$ cat src/hdl/pee_pkg.sv
// Shared types and constants for the prefix expression evaluator.
package pee_pkg;

    localparam int SYMBOL_W    = 8;
    localparam int OUT_VALUE_W = 32;
    localparam int STATUS_W    = 3;
    // Multiplier digit size: one digit of the multiplier is consumed per cycle
    localparam int MUL_DIGIT_W = 8;

    localparam logic [SYMBOL_W-1:0] CH_ZERO  = 8'h30;
    localparam logic [SYMBOL_W-1:0] CH_NINE  = 8'h39;
    localparam logic [SYMBOL_W-1:0] CH_PLUS  = 8'h2B;
    localparam logic [SYMBOL_W-1:0] CH_MINUS = 8'h2D;
    localparam logic [SYMBOL_W-1:0] CH_STAR  = 8'h2A;
    localparam logic [SYMBOL_W-1:0] CH_SLASH = 8'h2F;
    localparam logic [SYMBOL_W-1:0] CH_CARET = 8'h5E;

    typedef enum logic [STATUS_W-1:0] {
        ST_OK    = 3'd0,
        ST_UNDER = 3'd1,
        ST_OVER  = 3'd2,
        ST_DIVZ  = 3'd3,
        ST_EMPTY = 3'd4
    } status_t;

    typedef enum logic [2:0] {
        OP_ADD,
        OP_SUB,
        OP_MUL,
        OP_DIV,
        OP_POW,
        OP_DROP
    } op_t;

    typedef enum logic [3:0] {
        S_IDLE,
        S_RD_A,
        S_RD_B,
        S_DISPATCH,
        S_MUL,
        S_DIV,
        S_PCHK,
        S_WB,
        S_TOP_RD,
        S_EMIT
    } state_t;

endpackage

$ cat src/hdl/prefix_expression_evaluator.sv
// Run time of '*', '/' and '^' is set by the shared shift/multiply-digit unit
// (one 8-bit multiplier digit or one quotient bit per cycle), after both operands are read from the stack RAM.
// A transaction marked last then fetches the top of the stack and loads the output register.
// One transaction at a time; reset (aresetn low, synchronous) empties the stack.
module prefix_expression_evaluator #(
    parameter int STACK_DEPTH = 32,
    parameter int VALUE_WIDTH = 32
) (
    input  logic                                aclk,
    input  logic                                aresetn,
    input  logic                                s_valid,
    output logic                                s_ready,
    input  logic [pee_pkg::SYMBOL_W-1:0]        s_symbol,
    input  logic                                s_last,
    output logic                                m_valid,
    input  logic                                m_ready,
    output logic signed [pee_pkg::OUT_VALUE_W-1:0] m_value,
    output logic [pee_pkg::STATUS_W-1:0]        m_status
);

    import pee_pkg::*;

    localparam int AW    = $clog2(STACK_DEPTH);
    localparam int SP_W  = $clog2(STACK_DEPTH + 1);
    localparam int MDIG  = (VALUE_WIDTH + MUL_DIGIT_W - 1) / MUL_DIGIT_W;
    localparam int CNT_W = $clog2(VALUE_WIDTH + 1);
    localparam int W     = VALUE_WIDTH;

    state_t                 state_reg, state_next;
    op_t                    op_reg, op_next;
    logic                   last_reg, last_next;
    logic [SP_W-1:0]        sp_reg, sp_next;
    status_t                sticky_reg, sticky_next;
    logic [W-1:0]           a_reg, a_next;
    logic [W-1:0]           b_reg, b_next;
    logic [W-1:0]           res_reg, res_next;
    logic [W-1:0]           acc_reg, acc_next;
    logic [W-1:0]           cand_reg, cand_next;
    logic [W-1:0]           plier_reg, plier_next;
    logic [CNT_W-1:0]       cnt_reg, cnt_next;
    logic                   neg_reg, neg_next;
    logic                   sq_reg, sq_next;
    logic                   m_valid_reg, m_valid_next;
    logic [OUT_VALUE_W-1:0] m_value_reg, m_value_next;
    status_t                m_status_reg, m_status_next;

    // RAM port signals
    logic          ram_we;
    logic [AW-1:0] ram_waddr;
    logic [W-1:0]  ram_wdata;
    logic          ram_re;
    logic [AW-1:0] ram_raddr;
    logic [W-1:0]  ram_rdata;

    logic          s_fire;
    logic          is_digit;
    op_t           sym_op;
    logic          sp_full;
    logic          sp_short;
    logic [AW-1:0] sp_addr;
    logic          emit_ok;

    // Shared unit datapath
    logic [W+MUL_DIGIT_W-1:0] mul_prod;
    logic [W-1:0]             mul_sum;
    logic [W-1:0]             div_trial;
    logic                     div_ge;
    logic [W-1:0]             div_rem;
    logic [W-1:0]             div_quot;
    logic [W-1:0]             a_mag;
    logic [W-1:0]             b_mag;
    logic [W-1:0]             pow_neg_res;
    logic [63:0]              top_wide;

    pee_ram #(
        .WIDTH(W),
        .DEPTH(STACK_DEPTH)
    ) u_stack (
        .aclk (aclk),
        .we   (ram_we),
        .waddr(ram_waddr),
        .wdata(ram_wdata),
        .re   (ram_re),
        .raddr(ram_raddr),
        .rdata(ram_rdata)
    );

    // Handshake and decode
    assign s_ready  = (state_reg == S_IDLE);
    assign s_fire   = s_valid && s_ready;
    assign is_digit = (s_symbol >= CH_ZERO) && (s_symbol <= CH_NINE);
    assign sp_full  = (sp_reg == SP_W'(STACK_DEPTH));
    assign sp_short = (sp_reg < SP_W'(2));
    assign sp_addr  = sp_reg[AW-1:0];
    assign emit_ok  = (state_reg == S_EMIT) && (!m_valid_reg || m_ready);

    always_comb begin
        unique case (s_symbol)
            CH_PLUS:  sym_op = OP_ADD;
            CH_MINUS: sym_op = OP_SUB;
            CH_STAR:  sym_op = OP_MUL;
            CH_SLASH: sym_op = OP_DIV;
            CH_CARET: sym_op = OP_POW;
            default:  sym_op = OP_DROP;
        endcase
    end

    // Multiply step: accumulate cand times the low multiplier digit
    assign mul_prod = {{MUL_DIGIT_W{1'b0}}, cand_reg}
                    * {{W{1'b0}}, plier_reg[MUL_DIGIT_W-1:0]};
    assign mul_sum  = acc_reg + mul_prod[W-1:0];

    // Restoring divide step: remainder in acc, dividend/quotient in plier
    assign div_trial = {acc_reg[W-2:0], plier_reg[W-1]};
    assign div_ge    = (div_trial >= cand_reg);
    assign div_rem   = div_ge ? (div_trial - cand_reg) : div_trial;
    assign div_quot  = {plier_reg[W-2:0], div_ge};

    // Operand magnitudes; b comes straight off the RAM in dispatch
    assign a_mag = a_reg[W-1] ? (~a_reg + W'(1)) : a_reg;
    assign b_mag = ram_rdata[W-1] ? (~ram_rdata + W'(1)) : ram_rdata;

    // Power with negative exponent
    always_comb begin
        if (a_reg == W'(1)) begin
            pow_neg_res = W'(1);
        end else if (a_reg == {W{1'b1}}) begin
            pow_neg_res = ram_rdata[0] ? {W{1'b1}} : W'(1);
        end else begin
            pow_neg_res = '0;
        end
    end

    assign top_wide = 64'($signed(ram_rdata));

    // Next-state logic
    always_comb begin
        state_next = state_reg;
        unique case (state_reg)
            S_IDLE: begin
                if (s_fire) begin
                    if (is_digit || sp_short) begin
                        state_next = s_last ? S_TOP_RD : S_IDLE;
                    end else begin
                        state_next = S_RD_A;
                    end
                end
            end
            S_RD_A:     state_next = S_RD_B;
            S_RD_B:     state_next = S_DISPATCH;
            S_DISPATCH: begin
                unique case (op_reg)
                    OP_ADD, OP_SUB: state_next = S_WB;
                    OP_MUL:         state_next = S_MUL;
                    OP_DIV:         state_next = (ram_rdata == '0) ? S_WB : S_DIV;
                    OP_POW:         state_next = ram_rdata[W-1] ? S_WB : S_PCHK;
                    default:        state_next = last_reg ? S_TOP_RD : S_IDLE;
                endcase
            end
            S_MUL: begin
                if (cnt_reg == CNT_W'(1)) begin
                    state_next = (op_reg == OP_MUL) ? S_WB : S_PCHK;
                end
            end
            S_DIV: begin
                if (cnt_reg == CNT_W'(1)) begin
                    state_next = S_WB;
                end
            end
            S_PCHK:   state_next = (b_reg == '0) ? S_WB : S_MUL;
            S_WB:     state_next = last_reg ? S_TOP_RD : S_IDLE;
            S_TOP_RD: state_next = S_EMIT;
            S_EMIT: begin
                if (emit_ok) begin
                    state_next = S_IDLE;
                end
            end
            default:  state_next = S_IDLE;
        endcase
    end

    // Datapath and output logic
    always_comb begin
        op_next       = op_reg;
        last_next     = last_reg;
        sp_next       = sp_reg;
        sticky_next   = sticky_reg;
        a_next        = a_reg;
        b_next        = b_reg;
        res_next      = res_reg;
        acc_next      = acc_reg;
        cand_next     = cand_reg;
        plier_next    = plier_reg;
        cnt_next      = cnt_reg;
        neg_next      = neg_reg;
        sq_next       = sq_reg;
        m_valid_next  = m_valid_reg && !m_ready;
        m_value_next  = m_value_reg;
        m_status_next = m_status_reg;
        ram_we        = 1'b0;
        ram_waddr     = sp_addr;
        ram_wdata     = res_reg;
        ram_re        = 1'b0;
        ram_raddr     = sp_addr - AW'(1);

        unique case (state_reg)
            // Take a character: push digits (overflow flagged when full), screen operators for underflow
            S_IDLE: begin
                if (s_fire) begin
                    op_next   = sym_op;
                    last_next = s_last;
                    if (is_digit) begin
                        if (sp_full) begin
                            sticky_next = (sticky_reg == ST_OK) ? ST_OVER : sticky_reg;
                        end else begin
                            ram_we    = 1'b1;
                            ram_wdata = W'(s_symbol - CH_ZERO);
                            sp_next   = sp_reg + SP_W'(1);
                        end
                    end else if (sp_short) begin
                        sticky_next = (sticky_reg == ST_OK) ? ST_UNDER : sticky_reg;
                    end
                end
            end
            S_RD_A: begin
                ram_re = 1'b1;
            end
            S_RD_B: begin
                ram_re    = 1'b1;
                ram_raddr = sp_addr - AW'(2);
                a_next    = ram_rdata;
            end
            // a in a_reg, b on the RAM output
            S_DISPATCH: begin
                sp_next = sp_reg - SP_W'(2);
                b_next  = ram_rdata;
                unique case (op_reg)
                    OP_ADD: res_next = a_reg + ram_rdata;
                    OP_SUB: res_next = a_reg - ram_rdata;
                    OP_MUL: begin
                        acc_next   = '0;
                        cand_next  = a_reg;
                        plier_next = ram_rdata;
                        cnt_next   = CNT_W'(MDIG);
                    end
                    OP_DIV: begin
                        if (ram_rdata == '0) begin
                            sticky_next = (sticky_reg == ST_OK) ? ST_DIVZ : sticky_reg;
                            res_next    = '0;
                        end else begin
                            acc_next   = '0;
                            plier_next = a_mag;
                            cand_next  = b_mag;
                            cnt_next   = CNT_W'(W);
                            neg_next   = a_reg[W-1] ^ ram_rdata[W-1];
                        end
                    end
                    OP_POW: begin
                        res_next = ram_rdata[W-1] ? pow_neg_res : W'(1);
                    end
                    default: ;
                endcase
            end
            S_MUL: begin
                acc_next   = mul_sum;
                cand_next  = cand_reg << MUL_DIGIT_W;
                plier_next = plier_reg >> MUL_DIGIT_W;
                cnt_next   = cnt_reg - CNT_W'(1);
                if (cnt_reg == CNT_W'(1)) begin
                    if (op_reg == OP_MUL) begin
                        res_next = mul_sum;
                    end else if (sq_reg) begin
                        a_next = mul_sum;
                    end else begin
                        res_next = mul_sum;
                        b_next   = {b_reg[W-1:1], 1'b0};
                    end
                end
            end
            S_DIV: begin
                acc_next   = div_rem;
                plier_next = div_quot;
                cnt_next   = cnt_reg - CNT_W'(1);
                if (cnt_reg == CNT_W'(1)) begin
                    res_next = neg_reg ? (~div_quot + W'(1)) : div_quot;
                end
            end
            // Square-and-multiply: res is the running result, a the base, b the exponent
            S_PCHK: begin
                if (b_reg != '0) begin
                    acc_next = '0;
                    cnt_next = CNT_W'(MDIG);
                    if (b_reg[0]) begin
                        cand_next  = res_reg;
                        plier_next = a_reg;
                        sq_next    = 1'b0;
                    end else begin
                        cand_next  = a_reg;
                        plier_next = a_reg;
                        sq_next    = 1'b1;
                        b_next     = b_reg >> 1;
                    end
                end
            end
            S_WB: begin
                ram_we  = 1'b1;
                sp_next = sp_reg + SP_W'(1);
            end
            S_TOP_RD: begin
                ram_re = 1'b1;
            end
            // Load the output register and return to the empty state
            S_EMIT: begin
                if (emit_ok) begin
                    m_valid_next = 1'b1;
                    if (sp_reg == '0) begin
                        m_value_next  = '0;
                        m_status_next = (sticky_reg == ST_OK) ? ST_EMPTY : sticky_reg;
                    end else begin
                        m_value_next  = top_wide[OUT_VALUE_W-1:0];
                        m_status_next = sticky_reg;
                    end
                    sp_next     = '0;
                    sticky_next = ST_OK;
                end
            end
            default: ;
        endcase
    end

    // Control registers
    always_ff @(posedge aclk) begin
        if (!aresetn) begin
            state_reg   <= S_IDLE;
            sp_reg      <= '0;
            sticky_reg  <= ST_OK;
            m_valid_reg <= 1'b0;
        end else begin
            state_reg   <= state_next;
            sp_reg      <= sp_next;
            sticky_reg  <= sticky_next;
            m_valid_reg <= m_valid_next;
        end
    end

    // Payload registers
    always_ff @(posedge aclk) begin
        op_reg       <= op_next;
        last_reg     <= last_next;
        a_reg        <= a_next;
        b_reg        <= b_next;
        res_reg      <= res_next;
        acc_reg      <= acc_next;
        cand_reg     <= cand_next;
        plier_reg    <= plier_next;
        cnt_reg      <= cnt_next;
        neg_reg      <= neg_next;
        sq_reg       <= sq_next;
        m_value_reg  <= m_value_next;
        m_status_reg <= m_status_next;
    end

    assign m_valid  = m_valid_reg;
    assign m_value  = m_value_reg;
    assign m_status = m_status_reg;

    // Stack pointer never passes the stack depth
    assert property (@(posedge aclk) disable iff (!aresetn)
        sp_reg <= SP_W'(STACK_DEPTH))
        else $error("stack pointer beyond depth");

    // A result transaction leaves an empty stack and clear status
    assert property (@(posedge aclk) disable iff (!aresetn)
        emit_ok |=> (sp_reg == '0) && (sticky_reg == ST_OK))
        else $error("state not cleared after result");

    // The first error is held until the result is loaded
    assert property (@(posedge aclk) disable iff (!aresetn)
        (sticky_reg != ST_OK) && !emit_ok |=> $stable(sticky_reg))
        else $error("sticky status changed");

    // A new result only comes from the emit state
    assert property (@(posedge aclk) disable iff (!aresetn)
        $rose(m_valid_reg) |-> $past(state_reg) == S_EMIT)
        else $error("result raised outside emit");

    // The shared unit never runs with an exhausted step count
    assert property (@(posedge aclk) disable iff (!aresetn)
        (state_reg == S_MUL) || (state_reg == S_DIV) |-> cnt_reg != '0)
        else $error("shared unit step count zero");

endmodule

$ cat src/hdl/pee_ram.sv
// Generic single-write, single-read RAM with registered read data.
module pee_ram #(
    parameter int WIDTH = 32,
    parameter int DEPTH = 32
) (
    input  logic                     aclk,
    input  logic                     we,
    input  logic [$clog2(DEPTH)-1:0] waddr,
    input  logic [WIDTH-1:0]         wdata,
    input  logic                     re,
    input  logic [$clog2(DEPTH)-1:0] raddr,
    output logic [WIDTH-1:0]         rdata
);

    logic [WIDTH-1:0] mem [DEPTH];

    always_ff @(posedge aclk) begin
        if (we) begin
            mem[waddr] <= wdata;
        end
        if (re) begin
            rdata <= mem[raddr];
        end
    end

endmodule
$ cat config.mk
export PLATFORM = sky130hd
export DESIGN_NAME = prefix_expression_evaluator
export DESIGN_NICKNAME = d
export VERILOG_FILES = /design/src/hdl/pee_pkg.sv /design/src/hdl/prefix_expression_evaluator.sv /design/src/hdl/pee_ram.sv
export SDC_FILE = /design/constraint.sdc
export NUM_CORES = 2
export LEC_CHECK = 0
export BUFFER_PORTS_ARGS = -buffer_cell sky130_fd_sc_hd__buf_2
export CAP_MARGIN = 25
export CELL_PAD_IN_SITES_DETAIL_PLACEMENT = 1
export CELL_PAD_IN_SITES_GLOBAL_PLACEMENT = 2
export CORE_ASPECT_RATIO = 1.25
export CORE_MARGIN = 1.5
export CORE_UTILIZATION = 40
export DETAILED_ROUTE_END_ITERATION = 8
export PLACE_DENSITY_LB_ADDON = 0.25
export RECOVER_POWER = 25
export SLEW_MARGIN = 20
export SYNTH_ARGS = -nofsm -noshare
export SYNTH_HDL_FRONTEND = slang
export SYNTH_HIERARCHICAL = 1
export SYNTH_SLANG_ARGS = --single-unit
export TNS_END_PERCENT = 100
$ cat constraint.sdc
create_clock -name aclk -period 6.7 [get_ports aclk]
set_clock_uncertainty 0.2 [all_clocks]
set_input_delay 1.34 -clock aclk [delete_from_list [all_inputs] [get_ports aclk]]
set_output_delay 1.34 -clock aclk [all_outputs]
set_load 0.01 [all_outputs]
==> flow_summary.ini <==
[grt]
grt_pass1_vias = 46264
antenna_found_initial = 8
grt_usage = 0.2577
grt.overflow.total = 0
grt_max_degree = 114
grt_pass1_wl_um = 318900

[sta]
layout_setup_ws_ps = 261.5
setup_viol = 0
period_share = 0.9610
clock.fmax_mhz = 155.3
worst_pin_slew_ps = 3096
holdWs_ps = 328.0
relSlewSlack = -1.064
rsz0062_at_grt = no
layout_min_cycle_time_ps = 6439
slew_viol_final = 505
hold_viol = 0

[yosys]
yosys.area_share.simple = 0.08681
async_flop_share = 0
syn_avg_cell_area_um2 = 12.83
synth_area_mm2 = 0.06693
syn_inst = 5216
synth_compound_area_frac = 0.09831
ys_types = 76
synth_adder_area_share = 0.07866
yosys_register_bits = 1308
seq_area_frac_synth = 0.5849
ys_dominant_reg_cell = edfxtp_1
synth_nets = 5537
synth_edf_count = 1295
synthMuxAreaShare = 0.08461
yosys_warnings = 6
synthXorXnorAreaFrac = 0.02696
synth_top_family_by_area = compound AO/OA/AOI/OAI gates

[routing]
vias = 43947
vias_per_cell = 5.791
drt_wl_total_um = 219500
ant_nets = 0
dr.pass1.iters = 8
drc_errors = 0
wl_per_cell_um = 28.93
drtIter0Drc = 3424

[clock_tree]
hold_buffers = 0
cts.reportedPaths.clkPinSlew_ps = 60
clock_tree.buffer_depth = 3
cts_tree = built
cts_htree_levels = 4
cts_root_buf = clkbuf_16
cts_buffers = 140
cts_num_sinks = 1308
clkLatencyLatePin_ps = 780

[power]
powerDensity_mw_per_mm2 = 240.4
ir_worst_vdd_v = 0.0002221
leakage_nw = 29.80

[critical_path]
worstSetupStartpointType = register
crit_family = simple AND/OR/NAND/NOR gates
r2r_slack_ps = 260
crit_fanout = 8
critical_path.max_stage_delay_ps = 600
cp_cell_sequence = inv_1 > ha_1 > or3b_4 > or3_4 > or3_4 > or4_4 > or3_1 > clkbuf_1 > o31ai_1 > xor2_1 > ha_1 > and3_1 > a31oi_1 > a311oi_1 > nor3_1 > mux2i_1 > o2111ai_1
end_kind = register
path_buf_inv = 2
setup.worst_path.class = register to register
slowest_stage = or4_4
crit_required_ps = 7000
worst_ep_arrival_time_ps = 6740

[die]
dieArea_mm2 = 0.1698
num_rows = 167
start_util = 0.4034
die_width_um = 368.9
core_mm2 = 0.1659
ios = 50
die_h_um = 460.3

[run]
drv_cap = 19

[cells_and_area]
stdcell_area_mm2 = 0.07488
largest_register_ffs = 1024
regMostFlops = u_stack/mem
final_nets = 5605
area_delta_synth_final_pct = 11.88
final_core_util = 0.4514
drive_gt1_frac = 0.08391

[placement]
place_ws_ps = -27.99
place.detailed.hpwl_um = 144300
place_congestion = 0.9125
place_area_mm2 = 0.07052
io_buffers = 49

[hold_path]
hp-class = register to register

[run_status]
violations = capacitance limit, slew limit
status = complete, but fails checks
metal layers:
metal | part of all wire | vias up | global-route usage | wire (µm)
li1 | - | 19360 | - | -
met1 | 0.40 | 23027 | 0.3069 | 86800
met2 | 0.52 | 1141 | 0.4644 | 113500
met3 | 0.041 | 413 | 0.03359 | 9016
met4 | 0.046 | 6 | 0.1097 | 10190
met5 | 0.00019 | - | 0 | 41
final cells by class:
cell class | count | area, µm²
multi-input combinational | 3280 | 25460
clock inverter | 73 | 653.1
inverter | 307 | 1152
tap | 2197 | 2749
timing repair buffer | 247 | 2024
clock buffer | 172 | 3686
fill | 17037 | 91020
antenna | 5 | 12.51
sequential | 1308 | 39150
timing repair:
action                     CTS  global route
setup buffers                0            19
setup endpoints to repair    1            12
gates resized for setup      1             4
pin swaps                    0             1
stage by stage:
step,setup TNS [ps],std cells,total power [mW]
final,0,7589,18.00
after global routing,0,7585,18.55
after CTS,0,7556,18.15
after detailed placement,-27.99,7311,10.67
after global placement,0,7310,10.65
after floorplan,0,5216,10.23
synth_stat cells, types with 19 or more instances:
master    instances  share of area
edfxtp_1       1295           0.58
mux2i_1         559          0.084
nand2_1         471          0.026
inv_1           306          0.017
a21oi_1         263          0.020
clkbuf_1        204          0.011
fa_1            188          0.056
nor2_1          187          0.010
and2_1          178          0.017
o21ai_0         153          0.011
nand3_1         138          0.010
xor2_1          129          0.017
ha_1            120          0.022
a22oi_1         108          0.012
a22o_1          107          0.014
xnor2_1          77          0.010
nor3_1           75         0.0056
a21o_1           50         0.0056
a31oi_1          47         0.0044
buf_4            36         0.0040
o211ai_1         35         0.0039
o221ai_1         35         0.0046
o31ai_1          35         0.0039
buf_2            34         0.0025
buf_1            29         0.0016
nand2b_1         22         0.0021
or3_1            21         0.0020
o21a_1           20         0.0022
nand4_1          19         0.0018
logic make-up (layout without fill, tap and decap cells):
logic type                 Yosys count  after routing
DFF                               1308           1308
xor gates and xnor gates           206            206
other                                0              5
muxes                              565            565
adders and majority gates          308            308
buffers and inverters              628            799
AOI/OAI and AO/OA                  982            982
and+or+nand+nor                   1219           1219
where the power goes:
part | switching, mW | internal (mW)
clock | 3.33 | 4.17
sequential | 0.105 | 9.01
combinational | 0.832 | 0.558
worst paths after layout:
path                            cells past startpoint                  startpoint                     to
worst min-delay path                                0  sticky_reg[1]$_SDFFE_PN0P_  m_status[1]$_DFFE_PP_
worst min register to register                      0  sticky_reg[1]$_SDFFE_PN0P_  m_status[1]$_DFFE_PP_
worst max-delay path                               17  u_stack/rdata[0]$_DFFE_PP_  res_reg[31]$_DFFE_PP_
worst max register to register                     17  u_stack/rdata[0]$_DFFE_PP_  res_reg[31]$_DFFE_PP_
cells in the final DEF, fill, tap and decap left out, types with 34 or more instances in the layout:
cell	count
o221ai_1	35
xor2_1	129
clkbuf_1	96
inv_1	306
nor3_1	74
ha_1	120
fa_1	188
o31ai_1	34
nand3_1	138
edfxtp_1	1295
buf_4	127
a31oi_1	47
xnor2_1	76
and2_1	149
mux2i_1	559
a22o_1	107
clkbuf_16	142
o21ai_0	151
nor2_1	157
nand2_1	462
a22oi_1	108
o211ai_1	35
a21o_1	49
a21oi_1	262
Power figures use the tool's default switching activity.
